==> config.mk <==
export PLATFORM = sky130hd
export DESIGN_NAME = adpcm_4bit_encoder_flat
export DESIGN_NICKNAME = d
export VERILOG_FILES = /design/src/hdl/adpcm4e_pkg.sv /design/src/hdl/adpcm4e_if.sv /design/src/hdl/adpcm_4bit_encoder.sv /design/src/hdl/adpcm4e_ctrl.sv /design/src/hdl/adpcm4e_dp.sv /design/src/flat_wrapper.sv
export SDC_FILE = /design/constraint.sdc
export NUM_CORES = 1
export LEC_CHECK = 0
export ABC_CLOCK_PERIOD_IN_PS = 7000
export BUFFER_PORTS_ARGS = -buffer_cell sky130_fd_sc_hd__buf_4
export CAP_MARGIN = 20
export CORE_AREA = 5 5 168 170
export DETAILED_ROUTE_END_ITERATION = 12
export DIE_AREA = 0 0 173 175
export GPL_ROUTABILITY_DRIVEN = 0
export GPL_TIMING_DRIVEN = 0
export HOLD_SLACK_MARGIN = 0.1
export PLACE_DENSITY = 0.7
export SLEW_MARGIN = 30
export SYNTH_ARGS = -nofsm -noshare
export SYNTH_HDL_FRONTEND = slang
export SYNTH_SLANG_ARGS = --single-unit
==> constraint.sdc <==
create_clock -name clk -period 7 [get_ports clk]
set_clock_uncertainty 0.1 [all_clocks]
set_input_delay 0 -clock clk [delete_from_list [all_inputs] [get_ports clk]]
set_output_delay 0 -clock clk [all_outputs]
set_load 0.03 [all_outputs]
==> src/hdl/adpcm4e_pkg.sv <==
`default_nettype none

package adpcm4e_pkg;

    localparam int PCM_W   = 16;
    localparam int DIFF_W  = 17;
    localparam int STEP_W  = 15;
    localparam int REM_W   = 18;
    localparam int SCALE_W = 10;
    localparam int DPROD_W = 19;
    localparam int NPROD_W = 25;

    localparam logic signed [DIFF_W-1:0] PCM_MAX_X = 17'sd32767;
    localparam logic signed [DIFF_W-1:0] PCM_MIN_X = -17'sd32768;
    localparam logic [PCM_W-1:0]         D_MAX     = 16'd32767;
    localparam logic [STEP_W-1:0]        STEP_MIN  = 15'd127;
    localparam logic [STEP_W-1:0]        STEP_MAX  = 15'd24576;

    typedef struct packed {
        logic load;
        logic abs_en;
        logic div_en;
        logic mul_en;
        logic upd_en;
        logic emit_en;
    } dp_cmd_t;

    typedef struct packed {
        logic div_last;
        logic emit_ok;
    } dp_stat_t;

    function automatic logic [SCALE_W-1:0] step_scale(input logic [2:0] mag);
        logic [SCALE_W-1:0] t;
        case (mag)
            3'd4:    t = 10'd307;
            3'd5:    t = 10'd409;
            3'd6:    t = 10'd512;
            3'd7:    t = 10'd614;
            default: t = 10'd230;
        endcase
        return t;
    endfunction

endpackage

`default_nettype wire

==> src/hdl/adpcm4e_if.sv <==
`default_nettype none

interface adpcm4e_pcm_if;
    logic                valid;
    logic                ready;
    logic signed [15:0]  sample;
    logic                last_sample;

    modport source (output valid, output sample, output last_sample, input ready);
    modport sink   (input valid, input sample, input last_sample, output ready);
endinterface

interface adpcm4e_byte_if;
    logic        valid;
    logic        ready;
    logic [7:0]  packed_byte;
    logic        last_byte;

    modport source (output valid, output packed_byte, output last_byte, input ready);
    modport sink   (input valid, input packed_byte, input last_byte, output ready);
endinterface

`default_nettype wire

==> src/hdl/adpcm_4bit_encoder.sv <==
// 4-bit ADPCM encoder: each accepted 16-bit PCM sample becomes a 4-bit code
// (sign plus 3-bit magnitude of 4*|sample - prediction| / step, capped at 7),
// and codes are packed two per byte, earlier code in the low nibble. A sample
// marked last_sample ends the stream: it completes the byte of a held code or
// else flushes a lone code with a zero high nibble, flags last_byte, and
// returns the predictor to its reset state. A new sample is taken only in the
// idle state, once the last one is packed; in between come the absolute
// difference, the restoring divider that forms the quotient a bit per cycle,
// the step multipliers, the predictor update and the pack. The pack waits
// while the output register holds a byte not yet taken and a new byte is due.
`default_nettype none

module adpcm_4bit_encoder (
    input  wire logic       clk,
    input  wire logic       rst_n,
    adpcm4e_pcm_if.sink     pcm,
    adpcm4e_byte_if.source  code
);

    adpcm4e_pkg::dp_cmd_t  cmd;
    adpcm4e_pkg::dp_stat_t stat;

    adpcm4e_ctrl u_ctrl (
        .clk      (clk),
        .rst_n    (rst_n),
        .in_valid (pcm.valid),
        .in_ready (pcm.ready),
        .stat     (stat),
        .cmd      (cmd)
    );

    adpcm4e_dp u_dp (
        .clk         (clk),
        .rst_n       (rst_n),
        .cmd         (cmd),
        .stat        (stat),
        .sample      (pcm.sample),
        .last_sample (pcm.last_sample),
        .out_valid   (code.valid),
        .out_ready   (code.ready),
        .packed_byte (code.packed_byte),
        .last_byte   (code.last_byte)
    );

endmodule

`default_nettype wire

==> src/hdl/adpcm4e_ctrl.sv <==
`default_nettype none

module adpcm4e_ctrl (
    input  wire logic               clk,
    input  wire logic               rst_n,
    input  wire logic               in_valid,
    output logic                    in_ready,
    input  wire adpcm4e_pkg::dp_stat_t stat,
    output adpcm4e_pkg::dp_cmd_t    cmd
);

    typedef enum logic [5:0] {
        ST_IDLE = 6'b000001,
        ST_ABS  = 6'b000010,
        ST_DIV  = 6'b000100,
        ST_MUL  = 6'b001000,
        ST_UPD  = 6'b010000,
        ST_EMIT = 6'b100000
    } state_t;

    state_t state_reg;
    state_t state_next;

    always_comb
    begin
        state_next = state_reg;
        case (state_reg)
            ST_IDLE: if (in_valid) state_next = ST_ABS;
            ST_ABS:  state_next = ST_DIV;
            ST_DIV:  if (stat.div_last) state_next = ST_MUL;
            ST_MUL:  state_next = ST_UPD;
            ST_UPD:  state_next = ST_EMIT;
            ST_EMIT: if (stat.emit_ok) state_next = ST_IDLE;
            default: state_next = ST_IDLE;
        endcase
    end

    always_ff @(posedge clk or negedge rst_n)
    begin
        if (!rst_n)
            state_reg <= ST_IDLE;
        else
            state_reg <= state_next;
    end

    assign in_ready    = (state_reg == ST_IDLE);
    assign cmd.load    = (state_reg == ST_IDLE) && in_valid;
    assign cmd.abs_en  = (state_reg == ST_ABS);
    assign cmd.div_en  = (state_reg == ST_DIV);
    assign cmd.mul_en  = (state_reg == ST_MUL);
    assign cmd.upd_en  = (state_reg == ST_UPD);
    assign cmd.emit_en = (state_reg == ST_EMIT) && stat.emit_ok;

endmodule

`default_nettype wire

==> src/hdl/adpcm4e_dp.sv <==
`default_nettype none

module adpcm4e_dp (
    input  wire logic                  clk,
    input  wire logic                  rst_n,
    input  wire adpcm4e_pkg::dp_cmd_t  cmd,
    output adpcm4e_pkg::dp_stat_t      stat,
    input  wire logic signed [15:0]    sample,
    input  wire logic                  last_sample,
    output logic                       out_valid,
    input  wire logic                  out_ready,
    output logic [7:0]                 packed_byte,
    output logic                       last_byte
);

    // predictor and packing state
    logic signed [adpcm4e_pkg::PCM_W-1:0]  pred_reg, pred_next;
    logic [adpcm4e_pkg::STEP_W-1:0]        step_reg, step_next;
    logic [3:0]                            held_reg, held_next;
    logic                                  pend_reg, pend_next;
    logic                                  ovalid_reg, ovalid_next;

    // per-sample working registers
    logic                                  last_reg;
    logic signed [adpcm4e_pkg::DIFF_W-1:0] diff_reg;
    logic                                  neg_reg;
    logic [adpcm4e_pkg::REM_W-1:0]         rem_reg;
    logic [1:0]                            cnt_reg;
    logic [3:0]                            quo_reg;
    logic [adpcm4e_pkg::DPROD_W-1:0]       dprod_reg;
    logic [adpcm4e_pkg::NPROD_W-1:0]       nprod_reg;
    logic [7:0]                            obyte_reg;
    logic                                  olast_reg;

    logic signed [adpcm4e_pkg::DIFF_W-1:0] adiff;
    logic [adpcm4e_pkg::REM_W-1:0]         dvsr;
    logic                                  fits;
    logic [2:0]                            mag;
    logic [3:0]                            code;
    logic [adpcm4e_pkg::PCM_W-1:0]         dsh;
    logic [adpcm4e_pkg::PCM_W-1:0]         dlim;
    logic signed [adpcm4e_pkg::DIFF_W-1:0] psum;
    logic [adpcm4e_pkg::DIFF_W-1:0]        nsh;
    logic                                  need_out;
    logic                                  out_free;

    assign adiff = diff_reg[adpcm4e_pkg::DIFF_W-1] ? -diff_reg : diff_reg;
    assign dvsr  = {3'd0, step_reg} << cnt_reg;
    assign fits  = (rem_reg >= dvsr);
    assign mag   = quo_reg[3] ? 3'd7 : quo_reg[2:0];
    assign code  = {neg_reg, mag};

    assign dsh  = dprod_reg[adpcm4e_pkg::DPROD_W-1:3];
    assign dlim = (dsh > adpcm4e_pkg::D_MAX) ? adpcm4e_pkg::D_MAX : dsh;
    assign psum = neg_reg ? ({pred_reg[15], pred_reg} - $signed({1'b0, dlim}))
                          : ({pred_reg[15], pred_reg} + $signed({1'b0, dlim}));
    assign nsh  = nprod_reg[adpcm4e_pkg::NPROD_W-1:8];

    assign need_out = pend_reg || last_reg;
    assign out_free = !ovalid_reg || out_ready;

    assign stat.div_last = (cnt_reg == 2'd0);
    assign stat.emit_ok  = !need_out || out_free;

    always_comb
    begin
        pred_next   = pred_reg;
        step_next   = step_reg;
        held_next   = held_reg;
        pend_next   = pend_reg;
        ovalid_next = ovalid_reg;
        if (ovalid_reg && out_ready)
            ovalid_next = 1'b0;
        if (cmd.upd_en)
        begin
            if (psum > adpcm4e_pkg::PCM_MAX_X)
                pred_next = adpcm4e_pkg::PCM_MAX_X[15:0];
            else if (psum < adpcm4e_pkg::PCM_MIN_X)
                pred_next = adpcm4e_pkg::PCM_MIN_X[15:0];
            else
                pred_next = psum[15:0];
            if (nsh < {2'b00, adpcm4e_pkg::STEP_MIN})
                step_next = adpcm4e_pkg::STEP_MIN;
            else if (nsh > {2'b00, adpcm4e_pkg::STEP_MAX})
                step_next = adpcm4e_pkg::STEP_MAX;
            else
                step_next = nsh[adpcm4e_pkg::STEP_W-1:0];
        end
        if (cmd.emit_en)
        begin
            if (need_out)
                ovalid_next = 1'b1;
            if (pend_reg)
                pend_next = 1'b0;
            else if (!last_reg)
            begin
                held_next = code;
                pend_next = 1'b1;
            end
            // end of stream: start fresh
            if (last_reg)
            begin
                pred_next = '0;
                step_next = adpcm4e_pkg::STEP_MIN;
                held_next = '0;
                pend_next = 1'b0;
            end
        end
    end

    always_ff @(posedge clk or negedge rst_n)
    begin
        if (!rst_n)
        begin
            pred_reg   <= '0;
            step_reg   <= adpcm4e_pkg::STEP_MIN;
            held_reg   <= '0;
            pend_reg   <= 1'b0;
            ovalid_reg <= 1'b0;
        end
        else
        begin
            pred_reg   <= pred_next;
            step_reg   <= step_next;
            held_reg   <= held_next;
            pend_reg   <= pend_next;
            ovalid_reg <= ovalid_next;
        end
    end

    always_ff @(posedge clk)
    begin
        if (cmd.load)
        begin
            diff_reg <= {sample[15], sample} - {pred_reg[15], pred_reg};
            last_reg <= last_sample;
        end
        if (cmd.abs_en)
        begin
            neg_reg <= diff_reg[adpcm4e_pkg::DIFF_W-1];
            rem_reg <= {adiff[15:0], 2'b00};
            cnt_reg <= 2'd3;
            quo_reg <= '0;
        end
        if (cmd.div_en)
        begin
            if (fits)
                rem_reg <= rem_reg - dvsr;
            quo_reg <= {quo_reg[2:0], fits};
            cnt_reg <= cnt_reg - 2'd1;
        end
        if (cmd.mul_en)
        begin
            dprod_reg <= {15'd0, mag, 1'b1} * {4'd0, step_reg};
            nprod_reg <= {15'd0, adpcm4e_pkg::step_scale(mag)} * {10'd0, step_reg};
        end
        if (cmd.emit_en && need_out)
        begin
            obyte_reg <= pend_reg ? {code, held_reg} : {4'd0, code};
            olast_reg <= last_reg;
        end
    end

    assign out_valid   = ovalid_reg;
    assign packed_byte = obyte_reg;
    assign last_byte   = olast_reg;

endmodule

`default_nettype wire

==> src/flat_wrapper.sv <==
// flat-port wrapper written by rule: the top's interface ports become plain ports
module adpcm_4bit_encoder_flat 
  (clk, rst_n, pcm_valid, pcm_sample, pcm_last_sample, pcm_ready, code_valid, code_packed_byte, code_last_byte, code_ready);
  adpcm4e_pcm_if pcm_i ();
  adpcm4e_byte_if code_i ();
  input  wire logic clk;
  input  wire logic rst_n;
  input wire logic [$bits(pcm_i.valid)-1:0] pcm_valid;
  input wire logic [$bits(pcm_i.sample)-1:0] pcm_sample;
  input wire logic [$bits(pcm_i.last_sample)-1:0] pcm_last_sample;
  output wire logic [$bits(pcm_i.ready)-1:0] pcm_ready;
  output wire logic [$bits(code_i.valid)-1:0] code_valid;
  output wire logic [$bits(code_i.packed_byte)-1:0] code_packed_byte;
  output wire logic [$bits(code_i.last_byte)-1:0] code_last_byte;
  input wire logic [$bits(code_i.ready)-1:0] code_ready;
  assign pcm_i.valid = pcm_valid;
  assign pcm_i.sample = pcm_sample;
  assign pcm_i.last_sample = pcm_last_sample;
  assign pcm_ready = pcm_i.ready;
  assign code_valid = code_i.valid;
  assign code_packed_byte = code_i.packed_byte;
  assign code_last_byte = code_i.last_byte;
  assign code_i.ready = code_ready;
  adpcm_4bit_encoder u_core (.clk(clk), .rst_n(rst_n), .pcm(pcm_i), .code(code_i));
endmodule
==> run metrics, run 1 <==
global route hottest layer met2; Worst R2R Setup Slack 390 ps; post-route ant nets 0; die height 175 µm; Hold Path Class in -> reg; layout cells sized above 1 0.0823; Arrival @ worst endpoint 6680 ps; final net count 1910; CTS buffer count 17; Synth Area per Inst 9.19 µm²; worst reg2reg path startpoint u_core.u_dp.quo_reg[3]; asr flop ratio synth 0.336; number of synthesized register bits 128; vias per std cell 5.84; Avg WL per Cell 17.8 µm; largest net degree at the start of global routing 36; worst setup path startpoint u_core.u_dp.quo_reg[3]; Worst R2R Path Depth 20; crit path kind reg -> reg; number of cells after detailed placement 1928; # DRC 0; number of diodes 0; initial antenna violation count 0; Final Cycle Share 0.944; Hold Crit Start pcm_sample[12]; CP Data Required Time 7070 ps; Largest register FFs 18; clock buffer depth 2; CTS tree yes; met2 usage 0.379; Crit. End Element flip-flop; vias in the first global route 11200; maximum clock rate 0.151 GHz; non-filler instance count after layout 1981; RSZ-0062 raised after global routing false; Primary FF master, synth edfxtp_1; Netlist cell types 81; Ports 32; CP Max Fanout 10; Ys Warns 0; First-pass DRT Iterations 6; Worst setup SP type flip-flop; cell area after synthesis 14300 µm²; total grt overflow 0; # setup viols final 0; Hold Fails Final Rpt 0; Die X 173 µm; syn_nets 1836; Max-slew headroom 0.316; WL final 35.2 mm; Post-Synthesis Cells 1553; actual slew at the worst max-slew pin 1020 ps; Iter 0 DRT Violations 932; met1 Usage GRT 0.335; first-pass GRT wire length 58.2 mm; grt met3 use 0.0405; PortBufs 31; die area 30300 µm²; Tmin final 6610 ps; CTS sink count 128; sequential area share after synthesis 0.242; Initial Utilization 0.537; status finished clean; Area Overhead vs Synth 11.0%; CP endpoint u_core.u_dp.nprod_reg[24]; CTS H-Tree Depth 4; Core Area 26600 µm²; clk root buf clkbuf_16; max-cap check violation count 0; number of synthesized flops with an enable pin 67; R2R Path End u_core.u_dp.nprod_reg[24]; vias 11600; hpwl dp 27.8 mm; GRT Total Usage 0.237; worst-skew pair later-pin latency 430 ps; clock slew at reported path FFs 60 ps; post-CTS setup buffer count 0; Row Count 60; max-slew violation count 0
==> timing repair <==
item | CTS | global route
hold buffers | 24 | 0
gates resized for setup | 5 | 6
gates cloned | 0 | 0
endpoints found under the setup margin | 8 | 7
endpoints found under the hold margin | 65 | 0
==> per-layer routing <==
metal  vias up  share of wire
li1       5493              -
met4         0          0.023
met3        60          0.060
met2       358           0.46
met5         -              0
met1      5665           0.46
==> critical path, cell delays in order, from the launching register on <==
cell,delay [ps]
edfxtp_1,490
or2_2,440
o21ai_2,170
o21bai_2,250
buf_4,250
and2_1,220
fa_1,430
inv_1,80
fa_1,450
fa_1,560
inv_1,70
fa_1,500
fa_1,490
ha_1,370
a21o_1,180
a21o_1,200
a221oi_1,310
a21boi_2,310
o221ai_1,190
a21oi_1,220
xnor2_1,80
==> cells in the mapped netlist (all sizes together), types with 15 or more instances <==
cell type  count  share of area
and2          55          0.024
ha           132           0.12
nand2        159          0.042
and3          26          0.011
inv          185          0.049
edfxtp        67           0.14
o21ai         82          0.032
dfrtp         35          0.061
fa           130           0.18
clkbuf        44          0.012
nand2b        20         0.0088
a21oi        102          0.036
xor2          37          0.023
o21a          23          0.013
xnor2         45          0.029
a21o          21          0.011
nor2         111          0.029
mux2i         15          0.011
dfxtp         18          0.025
nor2b         17         0.0076
nor3          23         0.0081
a211oi        17         0.0093
==> area by class of cell <==
class,instances,area [µm²]
plain buffers,55,254
repair buffers,58,505
multi-input cells,1182,9880
clock inverters,13,186
fillers,2284,10700
well taps,341,427
inverters,185,694
flip-flops and latches,128,3460
clock buffers,19,433
==> per-stage QoR <==
| step | cell area [µm²] | setup WS (ps) | TNS [ps] | hold WS (ps) | utilization |
|---|---|---|---|---|---|
| 4_1_cts | 15800 | 70.9 | 0 | 147 | 0.596 |
| 3_3_place_gp | 14900 | -462 | -1160 | -62.8 | 0.562 |
| 2_1_floorplan | 14300 | 694 | 0 | -396 | - |
| 5_1_grt | 15800 | 15.3 | 0 | 177 | 0.596 |
| 3_5_place_dp | 15000 | -495 | -1300 | -62.6 | 0.563 |
| 6_report | 15800 | 394 | 0 | 156 | 0.596 |
==> cells by family after synthesis <==
kind of cell	after synthesis	share of synthesized area
xor gates and xnor gates	82	0.0519
buffers and inverters	243	0.0669
adders and majority gates	262	0.298
and+or+nand+nor	478	0.164
AOI/OAI and AO/OA	331	0.149
DFF	128	0.242
muxes	29	0.0271
==> cell usage in the layout, fill, tap and decap left out, types with 17 or more instances in the layout <==
cell,count
clkbuf_16,17
nand2_1,159
inv_1,185
a21o_1,21
and2_1,55
o21a_1,22
dfrtp_1,35
dfxtp_1,18
buf_4,37
o21ai_0,62
and3_1,26
dlygate4sd3_1,23
nor3_1,23
nand2b_1,20
nor2_1,109
xnor2_1,42
fa_1,130
xor2_1,37
a21oi_1,102
clkbuf_1,41
edfxtp_1,67
ha_1,132
==> worst min path at each step <==
stage	end	slack (ps)	depth (start not counted)
after floorplan	u_core.u_ctrl.state_reg[1]	-400	0
after global placement	u_core.u_dp.pred_reg[10]	-60	1
after detailed placement	u_core.u_dp.pred_reg[10]	-60	1
after CTS	u_core.u_dp.diff_reg[12]	150	5
after global routing	u_core.u_dp.diff_reg[12]	180	5
final	u_core.u_dp.diff_reg[12]	160	5
Power of run 1 is not shown: default switching activity piles up to over one toggle a cycle in this logic, so the estimate is an artifact.
==> run 2, diff against run 1 <==
--- a/config.mk
+++ b/config.mk
@@ -5,7 +5,7 @@
 export SDC_FILE = /design/constraint.sdc
 export NUM_CORES = 1
 export LEC_CHECK = 0
-export ABC_CLOCK_PERIOD_IN_PS = 7000
+export ABC_CLOCK_PERIOD_IN_PS = 6000
 export BUFFER_PORTS_ARGS = -buffer_cell sky130_fd_sc_hd__buf_4
 export CAP_MARGIN = 20
 export CORE_AREA = 5 5 168 170
@@ -14,7 +14,7 @@
 export GPL_ROUTABILITY_DRIVEN = 0
 export GPL_TIMING_DRIVEN = 0
 export HOLD_SLACK_MARGIN = 0.1
-export PLACE_DENSITY = 0.7
+export PLACE_DENSITY = 0.73
 export SLEW_MARGIN = 30
 export SYNTH_ARGS = -nofsm -noshare
 export SYNTH_HDL_FRONTEND = slang
==> constraint.sdc (replaced) <==
create_clock -name clk -period 6 [get_ports clk]
set_clock_uncertainty 0.1 [all_clocks]
set_input_delay 0 -clock clk [delete_from_list [all_inputs] [get_ports clk]]
set_output_delay 0 -clock clk [all_outputs]
set_load 0.03 [all_outputs]
==> run metrics, run 2 (synthesis results as in run 1) <==
die height 175 µm; Area Overhead vs Synth 12.7%; First-pass DRT Iterations 5; CTS tree yes; vias per std cell 5.88; number of cells after detailed placement 1928; Largest register FFs 18; placed inst area 15000 µm²; design area 16100 µm²; non-filler instance count after layout 1992; status finished clean; die area 30300 µm²; CTS buffer count 17; first-pass GRT wire length 58.5 mm; largest net degree at the start of global routing 36; vias 11700; Core Area 26600 µm²; clk root buf clkbuf_16; max-cap check violation count 0; Row Count 60; Ports 32; Top cell by count, worst path fa_1; # DRC 0; Iter 0 DRT Violations 967; commonest non-fill, non-tap cells in the layout inv_1, nand2_1, fa_1; Tmin final 5970 ps; vias in the first global route 11500; layout cells sized above 1 0.118; Die X 173 µm; RSZ-0062 raised after global routing true; Worst setup SP type flip-flop; slowest stage delay, CP 590 ps; worst-path cell chain nor2_4 -> o21ai_4 -> o21bai_4 -> buf_4 -> and2_4 -> fa_1 -> inv_1 -> fa_1 -> fa_1 -> inv_1 -> fa_1 -> fa_1 -> ha_1 -> and4_1 -> o21a_2 -> o21a_1 -> a221o_1 -> a21oi_2 -> xnor2_1; Crit. End Element flip-flop; Worst R2R Setup Slack 30 ps; worst reg2reg path startpoint u_core.u_dp.quo_reg[3]; initial antenna violation count 0; final net count 1921; WL final 35.6 mm; crit path kind reg -> reg; fill cell count 2254; maximum clock rate 0.168 GHz; Avg WL per Cell 17.9 µm; Initial Utilization 0.537; worst setup path startpoint u_core.u_dp.quo_reg[3]; CP endpoint u_core.u_dp.nprod_reg[20]; CP Max Fanout 6; number of diodes 0; clock buffer depth 2; Arrival @ worst endpoint 6040 ps; Hold Path Class in -> reg; Worst R2R Path Depth 19; area of the multi-input gates 10000 µm²; most common cell after layout, fill and taps aside inv_1; post-route ant nets 0; Max-slew headroom 0.433; GRT Total Usage 0.237; Core Util, Final 0.605; # setup viols final 0; Hold Fails Final Rpt 0; R2R Path End u_core.u_dp.nprod_reg[20]; FF+latch area 3460 µm²; worst-skew pair later-pin latency 420 ps; Final Cycle Share 0.995; actual slew at the worst max-slew pin 850 ps; hpwl dp 27.7 mm; crit path max-delay cell type fa_1; clock slew at reported path FFs 60 ps; CTS H-Tree Depth 4; CTS sink count 128; max-slew violation count 0; CP Data Required Time 6070 ps; PortBufs 31; total grt overflow 0
-- run 2: cell count changes in the layout (fill, tap and decap cells not counted), moves of 4 or more --
cell,previous run,this run
a21oi_1,102,98
clkbuf_1,41,27
buf_4,37,55
a21oi_2,0,4
and2_1,55,51
ha_1,132,128
and2_4,0,4
nand2_1,159,154
nand2_2,0,4
-- run 2: worst min path at each step --
stage | from | to | slack [ps] | depth (start not counted)
global route | pcm_sample[12] | u_core.u_dp.diff_reg[13] | 130 | 4
CTS | pcm_sample[12] | u_core.u_dp.diff_reg[13] | 110 | 4
floorplan | rst_n | u_core.u_ctrl.state_reg[1] | -400 | 0
detailed placement | rst_n | u_core.u_dp.pred_reg[10] | -60 | 1
global placement | rst_n | u_core.u_dp.pred_reg[10] | -60 | 1
finish | pcm_sample[12] | u_core.u_dp.diff_reg[13] | 120 | 4
-- run 2: what timing repair did --
item | 4_1_cts | 5_1_grt
pin swaps | 9 | 23
hold buffers | 23 | 0
cloned | 0 | 0
setup buffers | 10 | 8
endpoints found under the hold margin | 65 | 0
gates resized for setup | 34 | 27
endpoints found under the setup margin | 14 | 12
-- run 2: final cells by class --
class / instances / share of cell area
buffer: 49 / 0.0163
sequential: 128 / 0.215
multi-input combinational: 1182 / 0.625
clock inverter: 15 / 0.00864
clock buffer: 17 / 0.0265
inverter: 185 / 0.0432
timing repair buffer: 75 / 0.0392
tap: 341 / 0.0265
-- run 2: critical path: cells and delay by family (launching register included) --
family	cells	cell delay [ps]
buffers and inverters	3	280
and+or+nand+nor	3	580
adders and majority gates	6	2920
AOI/OAI and AO/OA	6	1220
DFF	1	520
xor gates and xnor gates	1	80
-- run 2: metal layers --
metal  up-vias  wire, µm  global-route usage  share of wire
li1       5502         -                   -              -
met1      5747     15700               0.326           0.44
met2       391     16800               0.387           0.47
met3        64      2270              0.0511          0.064
met4         0       810              0.0549          0.023
met5         -         0                   0              0
-- run 2: per-stage QoR --
stage	hold WS [ps]	setup TNS, ps	worst slack, ps
floorplan	-396	0	1.20
global placement	-61.0	-5660	-798
detailed placement	-58.3	-7220	-880
CTS	105	0	8.58
global route	134	-620	-111
finish	120	0	31.8
Power of run 2 is left out for the same reason.
